### src/design/ppu_pkg.sv
`default_nettype none
// ----------------------------------------------------------------------------
// Perspective projection unit package
// Shared widths, codes, configuration and job types of the projection unit.
// ----------------------------------------------------------------------------
package ppu_pkg;

    localparam int FRAC_BITS_DEF = 16;
    localparam int WORD_BITS_DEF = 32;

    localparam int DATA_W    = 32;
    localparam int RATIO_W   = 31;
    localparam int CFG_IDX_W = 3;

    // Signed width of a product operand and its magnitude.
    localparam int A_W  = 62;
    localparam int MA_W = 61;
    // Signed width of a multiplier operand and its magnitude.
    localparam int B_W  = 56;
    localparam int MB_W = 55;

    localparam int FIFO_DEPTH = 4;

    localparam logic [MA_W-1:0] BIG_MAG = {1'b1, {(MA_W-1){1'b0}}};

    typedef enum logic {
        CMD_FWD = 1'b0,
        CMD_INV = 1'b1
    } t_cmd;

    typedef enum logic [1:0] {
        ST_OK   = 2'd0,
        ST_ZERO = 2'd1,
        ST_SAT  = 2'd2
    } t_status;

    typedef enum logic [CFG_IDX_W-1:0] {
        REG_INV_FOV      = 3'd0,
        REG_FOV          = 3'd1,
        REG_ASPECT       = 3'd2,
        REG_INV_ASPECT   = 3'd3,
        REG_CENTER_X     = 3'd4,
        REG_CENTER_Y     = 3'd5,
        REG_DEVICE_SPACE = 3'd6
    } t_reg;

    typedef struct packed {
        logic [RATIO_W-1:0]       inv_fov;
        logic [RATIO_W-1:0]       fov;
        logic [RATIO_W-1:0]       aspect;
        logic [RATIO_W-1:0]       inv_aspect;
        logic signed [DATA_W-1:0] center_x;
        logic signed [DATA_W-1:0] center_y;
        logic                     device_space;
    } t_cfg;

    typedef struct packed {
        t_cmd                     cmd;
        logic                     zero;
        logic signed [DATA_W-1:0] z;
        logic [DATA_W-1:0]        zmag;
        logic signed [B_W-1:0]    iz;
        logic signed [A_W-1:0]    ax;
        logic signed [A_W-1:0]    ay;
    } t_job;

    typedef struct packed {
        logic signed [DATA_W-1:0] out_x;
        logic signed [DATA_W-1:0] out_y;
        logic signed [DATA_W-1:0] out_z;
        logic [1:0]               status;
    } t_result;

endpackage
`default_nettype wire

### src/design/ppu_req_if.sv
`default_nettype none
// ----------------------------------------------------------------------------
// Request channel
// Carries one projection request word: command and three operands.
// ----------------------------------------------------------------------------
interface ppu_req_if;
    logic               valid;
    logic               ready;
    logic               cmd;
    logic signed [31:0] in_x;
    logic signed [31:0] in_y;
    logic signed [31:0] in_z;

    modport source (output valid, cmd, in_x, in_y, in_z, input ready);
    modport sink (input valid, cmd, in_x, in_y, in_z, output ready);
endinterface
`default_nettype wire

### src/design/ppu_front.sv
`default_nettype none
// ----------------------------------------------------------------------------
// Projection front end
// Accepts request words, flags zero depth and forms the first operands.
// ----------------------------------------------------------------------------
module ppu_front #(
    parameter int FRAC_BITS = ppu_pkg::FRAC_BITS_DEF
) (
    input  wire logic          i_clk,
    input  wire logic          i_rst_n,
    input  wire ppu_pkg::t_cfg i_cfg,
    ppu_req_if.sink            i_req,
    output logic               o_vld,
    output ppu_pkg::t_job      o_job,
    input  wire logic          i_rdy
);
    localparam int AW = ppu_pkg::A_W;
    localparam longint ONE = 64'sd1 <<< FRAC_BITS;

    logic          r_vld;
    ppu_pkg::t_job r_job;
    ppu_pkg::t_job n_job;
    logic          take;

    assign i_req.ready = !r_vld || i_rdy;
    assign take = i_req.valid && i_req.ready;

    always_comb begin
        n_job      = '0;
        n_job.cmd  = ppu_pkg::t_cmd'(i_req.cmd);
        n_job.zero = (i_req.in_z == '0);
        n_job.z    = i_req.in_z;
        n_job.zmag = i_req.in_z[31] ? 32'(-i_req.in_z) : 32'(i_req.in_z);
        if (n_job.cmd == ppu_pkg::CMD_FWD) begin
            n_job.ax = AW'(i_req.in_x);
            n_job.ay = AW'(i_req.in_y);
        end else if (i_cfg.device_space) begin
            n_job.ax = AW'(i_req.in_x) + AW'(ONE) - (AW'(i_cfg.center_x) <<< 1);
            n_job.ay = AW'(i_req.in_y) + AW'(ONE) - (AW'(i_cfg.center_y) <<< 1);
        end else begin
            n_job.ax = AW'(i_req.in_x) - AW'(i_cfg.center_x);
            n_job.ay = AW'(i_req.in_y) - AW'(i_cfg.center_y);
        end
    end

    always_ff @(posedge i_clk) begin
        if (!i_rst_n) begin
            r_vld <= 1'b0;
        end else if (i_req.ready) begin
            r_vld <= i_req.valid;
        end
    end

    always_ff @(posedge i_clk) begin
        if (take) begin
            r_job <= n_job;
        end
    end

    assign o_vld = r_vld;
    assign o_job = r_job;
endmodule
`default_nettype wire

### src/flat_wrapper.sv
// flat-port wrapper written by rule: the top's interface ports become plain ports
module ppu_front_flat 
#(
    parameter int FRAC_BITS = ppu_pkg::FRAC_BITS_DEF
)
  (i_clk, i_rst_n, i_cfg, o_vld, o_job, i_rdy, i_req_valid, i_req_cmd, i_req_in_x, i_req_in_y, i_req_in_z, i_req_ready);
  ppu_req_if i_req_i ();
  input  wire logic i_clk;
  input  wire logic i_rst_n;
  input  wire ppu_pkg::t_cfg i_cfg;
  output logic o_vld;
  output ppu_pkg::t_job o_job;
  input  wire logic i_rdy;
  input wire logic [$bits(i_req_i.valid)-1:0] i_req_valid;
  input wire logic [$bits(i_req_i.cmd)-1:0] i_req_cmd;
  input wire logic [$bits(i_req_i.in_x)-1:0] i_req_in_x;
  input wire logic [$bits(i_req_i.in_y)-1:0] i_req_in_y;
  input wire logic [$bits(i_req_i.in_z)-1:0] i_req_in_z;
  output wire logic [$bits(i_req_i.ready)-1:0] i_req_ready;
  assign i_req_i.valid = i_req_valid;
  assign i_req_i.cmd = i_req_cmd;
  assign i_req_i.in_x = i_req_in_x;
  assign i_req_i.in_y = i_req_in_y;
  assign i_req_i.in_z = i_req_in_z;
  assign i_req_ready = i_req_i.ready;
  ppu_front #(.FRAC_BITS(FRAC_BITS)) u_core (.i_clk(i_clk), .i_rst_n(i_rst_n), .i_cfg(i_cfg), .i_req(i_req_i), .o_vld(o_vld), .o_job(o_job), .i_rdy(i_rdy));
endmodule
### config.mk
export PLATFORM = sky130hd
export DESIGN_NAME = ppu_front_flat
export DESIGN_NICKNAME = d
export VERILOG_FILES = /design/src/design/ppu_pkg.sv /design/src/design/ppu_req_if.sv /design/src/design/ppu_front.sv /design/src/flat_wrapper.sv
export SDC_FILE = /design/constraint.sdc
export NUM_CORES = 1
export LEC_CHECK = 0
export BUFFER_PORTS_ARGS = -buffer_cell sky130_fd_sc_hd__buf_2
export CORE_MARGIN = 10
export CORE_UTILIZATION = 35
export DETAILED_ROUTE_END_ITERATION = 12
export HOLD_SLACK_MARGIN = 0.03
export PLACE_DENSITY = 0.6
export SYNTH_ARGS = -nofsm -noshare
export SYNTH_HDL_FRONTEND = slang
export SYNTH_SLANG_ARGS = --single-unit
### constraint.sdc
create_clock -name i_clk -period 6.7 [get_ports i_clk]
set_input_delay 1.34 -clock i_clk [delete_from_list [all_inputs] [get_ports i_clk]]
set_output_delay 1.34 -clock i_clk [all_outputs]
set_load 0.05 [all_outputs]
==> results.txt, run 1 <==
Final Critical Period -> 4.64 ns
H-tree depth -> 4
cts-stage hold buffer count -> 0
routed vias -> 12919
io pins -> 538
maxcap violations -> 0
Leak Pwr -> 7.89 nW
top cell type's share of synthesized area -> 27.7%
Max Slew Vio Count -> 0
critical path's top delay family -> compound AO/OA/AOI/OAI gates
Vias/cell -> 5.23
Max Fclk -> 215 MHz
register area share after synthesis -> 27.9%
Primary FF master, synth -> edfxtp_1
setup violators final -> 0
run status -> finished clean
maximum vdd drop -> 140 uV
Buf/Inv on CP -> 2
count leader, synth -> ha_1
initial core utilization -> 35.4%
ratio of cells with drive above 1 in the final layout -> 21.7%
final WL -> 45600 microns
Worst Skew -> 0.0142 ns
vias in the first global route -> 12948
Synth cell types -> 81
CP max stage cell -> a31oi_1
die width -> 223 microns
First-pass DRT Iterations -> 7
main area contributors after synthesis -> edfxtp_1 (28%), ha_1 (17%), a21oi_1 (5.9%)
DIE HEIGHT -> 223 microns
Worst EP required -> 6.90 ns
Clk Latency, worst-skew pair -> 0.46 ns
Num CTS Buffers -> 17
Largest stage delay, worst path -> 0.51 ns
Worst setup SP type -> input pin
core box area -> 40700 sq um
Starting DRT DRC Count -> 973
Worst Hold Class -> reg2reg
post-route design area -> 16700 sq um
Post-synth EDFFs -> 133
cell area after synthesis -> 14400 sq um
initial antenna violation count -> 5
number of synthesized register bits -> 134
Synth top cells by count -> ha_1 (191), a21oi_1 (170), edfxtp_1 (133)
Overflow after GRT -> 0
Tot Pwr -> 0.00375 W
clock buffer depth -> 2
largest net degree at the start of global routing -> 65
CTS root buffer -> clkbuf_16
Tcrit/Tclk final -> 69.3%
ys async rst share -> 0%
synth-to-layout area growth -> 16.3%
Post-Syn Instances -> 1638
crit end category -> register
CP Cell Sequence -> buf_2, inv_1, ha_1, fa_1, a21oi_1, o21ai_0, a21oi_1, o2111ai_1, a31oi_1, o21bai_1, o21ai_0, mux2i_1, o31a_1
final hold viol count -> 0
Setup Crit Path Kind -> in2reg
RD Place Congestion -> 0.876
row cnt -> 74
Die ar. -> 49700 sq um
area leader, netlist -> edfxtp_1
setup TNS -> 0 ns
power density cells -> 224 nW/um^2
ANT nets after route -> 0
crit path DAT -> 4.84 ns
DR WL/cell -> 18.4 microns
NumNets Final -> 2410
setup bufs post-CTS -> 0
CTS resizes -> 0
Sink Count -> 134
Max-slew headroom -> 42.3%
Place WS -> 1.57 ns
mean area per synthesized cell -> 8.79 sq um
GRT Total Usage -> 17.7%
CTS clk-pin slew, worst paths -> 0.07 ns
Slew @ Worst Pin -> 0.866 ns
RSZ-0062 raised after global routing -> false
Placed Area -> 16100 sq um
worst-path maximum fanout -> 4
CTS tree -> done
Ys Warns -> 0
global-route wire length before repair -> 71000 microns
port bufs -> 357
DP Wirelength -> 37400 microns
final setup margin -> 2.06 ns
post-route DRC violation count -> 0
==> per-layer routing <==
| layer | global-route usage, % | vias up | share of wire [%] |
|---|---|---|---|
| li1 | - | 6420 | - |
| met1 | 22.2 | 6009 | 45 |
| met2 | 28.6 | 432 | 46 |
| met3 | 4.75 | 54 | 6.6 |
| met4 | 6.04 | 4 | 2.3 |
| met5 | 0 | - | 0.037 |
==> cells by family after synthesis <==
logic type | count (synthesis) | share of synthesized area [%]
other | 1 | 0.0260
multiplexers | 20 | 1.41
buffers and inverters | 264 | 9.84
AO/OA/AOI/OAI | 506 | 22.7
flip-flops | 134 | 27.9
AND/OR/NAND/NOR | 385 | 12.9
XOR/XNOR | 133 | 8.09
adder cells (fa/ha/maj) | 195 | 17.1
==> tightest hold or removal path, delay by kind of cell (launching register included) <==
kind	cells	cell delay, ns
compound gates	1	0.11
flops	1	0.31
simple gates	1	0.11
==> final timing paths <==
check	endpoint	from	cells past startpoint	slack [ns]
min	u_core.o_vld$_SDFFE_PN0N_	u_core.o_vld$_SDFFE_PN0N_	2	0.58
max reg2reg	u_core.o_job[74]$_DFFE_PP_	u_core.o_vld$_SDFFE_PN0N_	3	4.54
min reg2reg	u_core.o_vld$_SDFFE_PN0N_	u_core.o_vld$_SDFFE_PN0N_	2	0.58
max	u_core.o_job[31]$_DFFE_PP_	i_cfg[2]	13	2.06
==> where the power goes <==
part	switching, W	internal [W]
sequential	0.0000238	0.00102
combinational	0.00114	0.000531
clock	0.000460	0.000573
total	0.00162	0.00212
==> metrics by stage <==
stage | utilization, % | hold WS (ns) | cells
after global placement | 39.6 | 0.510 | 2438
after detailed placement | 39.6 | 0.576 | 2438
after CTS | 41.1 | 0.604 | 2470
after floorplan | - | 1.15 | 1693
final | 41.1 | 0.584 | 2472
after global routing | 41.1 | 0.651 | 2472
==> sequential cells by signal (all words and copies together), names as in the netlist <==
signal	flops
u_core.o_job	133
u_core.o_vld	1
==> layout make-up <==
| class | count | area (sq um) |
|---|---|---|
| fill | 4142 | 24000 |
| multi-input combinational | 1295 | 9180 |
| sequential | 134 | 4010 |
| timing repair buffer | 361 | 1820 |
| tap | 532 | 666 |
| inverter | 116 | 435 |
| clock buffer | 17 | 425 |
| clock inverter | 15 | 201 |
| antenna | 2 | 5.00 |
==> placed cells by master, fill, tap and decap left out, types with 14 or more instances in the layout <==
| master | n |
|---|---|
| a211oi_1 | 18 |
| edfxtp_1 | 133 |
| nand2b_1 | 24 |
| o21a_1 | 27 |
| xor2_1 | 37 |
| inv_1 | 115 |
| nor2_1 | 122 |
| a21oi_1 | 170 |
| xnor2_1 | 96 |
| a31oi_1 | 17 |
| nor3_1 | 19 |
| a21o_1 | 53 |
| o31ai_1 | 16 |
| nand4_1 | 17 |
| conb_1 | 56 |
| o21ai_0 | 93 |
| clkbuf_16 | 17 |
| nand3_1 | 22 |
| mux2i_1 | 18 |
| o211ai_1 | 15 |
| buf_2 | 355 |
| and3_1 | 14 |
| ha_1 | 191 |
| nor2b_1 | 15 |
| o21bai_1 | 20 |
| nand2_1 | 110 |
No activity file was read; power rests on OpenSTA's default activity.
==> run 2: changes to the inputs <==
==> constraint.sdc (replaced) <==
create_clock -name i_clk -period 4.7 [get_ports i_clk]
set_input_delay 0.94 -clock i_clk [delete_from_list [all_inputs] [get_ports i_clk]]
set_output_delay 0.94 -clock i_clk [all_outputs]
set_load 0.05 [all_outputs]
==> results.txt, run 2 (synthesized netlist as in run 1, its figures left out) <==
fin cells -> 2486
setup violators final -> 0
DP Wirelength -> 37400 microns
Worst setup SP type -> input pin
post-route DRC violation count -> 0
row cnt -> 74
initial antenna violation count -> 8
NumNets Final -> 2420
io pins -> 538
GRT Total Usage -> 17.5%
ratio of cells with drive above 1 in the final layout -> 22.1%
Max-slew headroom -> 35.8%
CTS clk-pin slew, worst paths -> 0.06 ns
leading cell type in the layout, fill and taps excluded -> buf_2
setup bufs post-CTS -> 0
synth-to-layout area growth -> 17.0%
CTS root buffer -> clkbuf_16
H-tree depth -> 4
power density cells -> 317 nW/um^2
RD Place Congestion -> 0.879
port bufs -> 357
Starting DRT DRC Count -> 1102
setup TNS -> 0 ns
Worst Hold Class -> reg2reg
Clk Latency, worst-skew pair -> 0.46 ns
flop2flop setup slack -> 2.73 ns
Reg2Reg Depth -> 3
die width -> 223 microns
First-pass DRT Iterations -> 5
run status -> finished clean
hold_sp -> u_core.o_vld$_SDFFE_PN0N_
CTS tree -> done
Leak Pwr -> 7.93 nW
cts-stage hold buffer count -> 0
RSZ-0062 raised after global routing -> false
Final Critical Period -> 4.18 ns
Sink Count -> 134
DIE HEIGHT -> 223 microns
crit path DAT -> 4.34 ns
Overflow after GRT -> 0
Setup Crit Path Kind -> in2reg
DR WL/cell -> 18.3 microns
Worst EP required -> 4.86 ns
maxcap violations -> 0
initial core utilization -> 35.4%
reg2reg end -> u_core.o_job[4]$_DFFE_PP_
Max Fclk -> 239 MHz
crit end category -> register
global-route wire length before repair -> 70300 microns
Slew @ Worst Pin -> 0.964 ns
core box area -> 40700 sq um
Worst Skew -> 0.0194 ns
dpl cells -> 2448
clock buffer depth -> 2
Largest register FFs -> 133
final hold viol count -> 0
Worst Hold Depth -> 2
Tcrit/Tclk final -> 89.0%
ANT nets after route -> 0
vias in the first global route -> 12954
worst-path maximum fanout -> 3
Max Slew Vio Count -> 0
maximum vdd drop -> 246 uV
routed vias -> 12910
final WL -> 45400 microns
most frequent cells in the layout -> buf_2 (355), ha_1 (191), a21oi_1 (170)
largest net degree at the start of global routing -> 63
CTS resizes -> 0
Num CTS Buffers -> 17
Vias/cell -> 5.19
Die ar. -> 49700 sq um
RR Startpoint -> u_core.o_vld$_SDFFE_PN0N_
worst hold endpoint -> u_core.o_vld$_SDFFE_PN0N_
## run 2: cell count changes in the layout (fill, tap and decap cells not counted), sizes merged
cell,previous run,this run
inv,126,125
clkinvlp,0,1
buf,361,371
diode,2,6
## run 2: cell type report
cell class                      instances  area [sq um]
Clock buffer                           17           425
Tap cell                              532           666
Fill cell                            4157         23900
Inverter                              116           435
Antenna cell                            6          15.0
Sequential cell                       134          4010
Clock inverter                         15           203
Multi-Input combinational cell       1295          9180
Timing Repair Buffer                  371          1910
## run 2: worst max-delay path, cell delays in order
cell      delay [ns]
buf_2           0.10
inv_1           0.06
ha_1            0.30
inv_1           0.07
fa_1            0.43
nand2b_1        0.20
a21oi_1         0.26
o21bai_1        0.20
o221ai_1        0.39
a21oi_1         0.22
o41ai_1         0.52
buf_4           0.21
nor2_1          0.04
o21ai_0         0.24
o211ai_1        0.15
## run 2: metal layers
layer  track usage [%]  share of wire, %  routed length, microns  vias up
met4              5.88               2.2                     989        4
met3              5.15               7.2                    3280       56
met1              21.8                44                   20100     6005
li1                  -                 -                       -     6445
met5                 0             0.035                      16        -
met2              28.2                46                   21000      400
## run 2: power by group
part,internal (W),switching (W)
combinational,0.000769,0.00162
clock,0.000815,0.000651
sequential,0.00145,0.0000343
## run 2: worst max path at each step
stage / cells after the start / to / slack (ns) / startpoint
2_1_floorplan: 12 / u_core.o_job[60]$_DFFE_PP_ / 0.99 / i_cfg[2]
3_3_place_gp: 15 / u_core.o_job[93]$_DFFE_PP_ / 0.26 / i_cfg[34]
3_5_place_dp: 15 / u_core.o_job[93]$_DFFE_PP_ / 0.22 / i_cfg[34]
4_1_cts: 15 / u_core.o_job[93]$_DFFE_PP_ / 0.70 / i_cfg[34]
5_1_grt: 13 / u_core.o_job[19]$_DFFE_PP_ / 0.44 / i_cfg[2]
6_report: 15 / u_core.o_job[93]$_DFFE_PP_ / 0.52 / i_cfg[34]
## run 2: per-stage QoR
stage          total power (W)  hold WS (ns)  util (%)  cell area (sq um)  setup slack, ns
2_1_floorplan          0.00340          1.04         -              14600            0.985
3_3_place_gp           0.00388         0.510      39.8              16200            0.255
3_5_place_dp           0.00390         0.539      39.8              16200            0.218
4_1_cts                0.00539         0.549      41.3              16800            0.696
5_1_grt                0.00565         0.620      41.3              16800            0.442
6_report               0.00534         0.548      41.4              16800            0.519
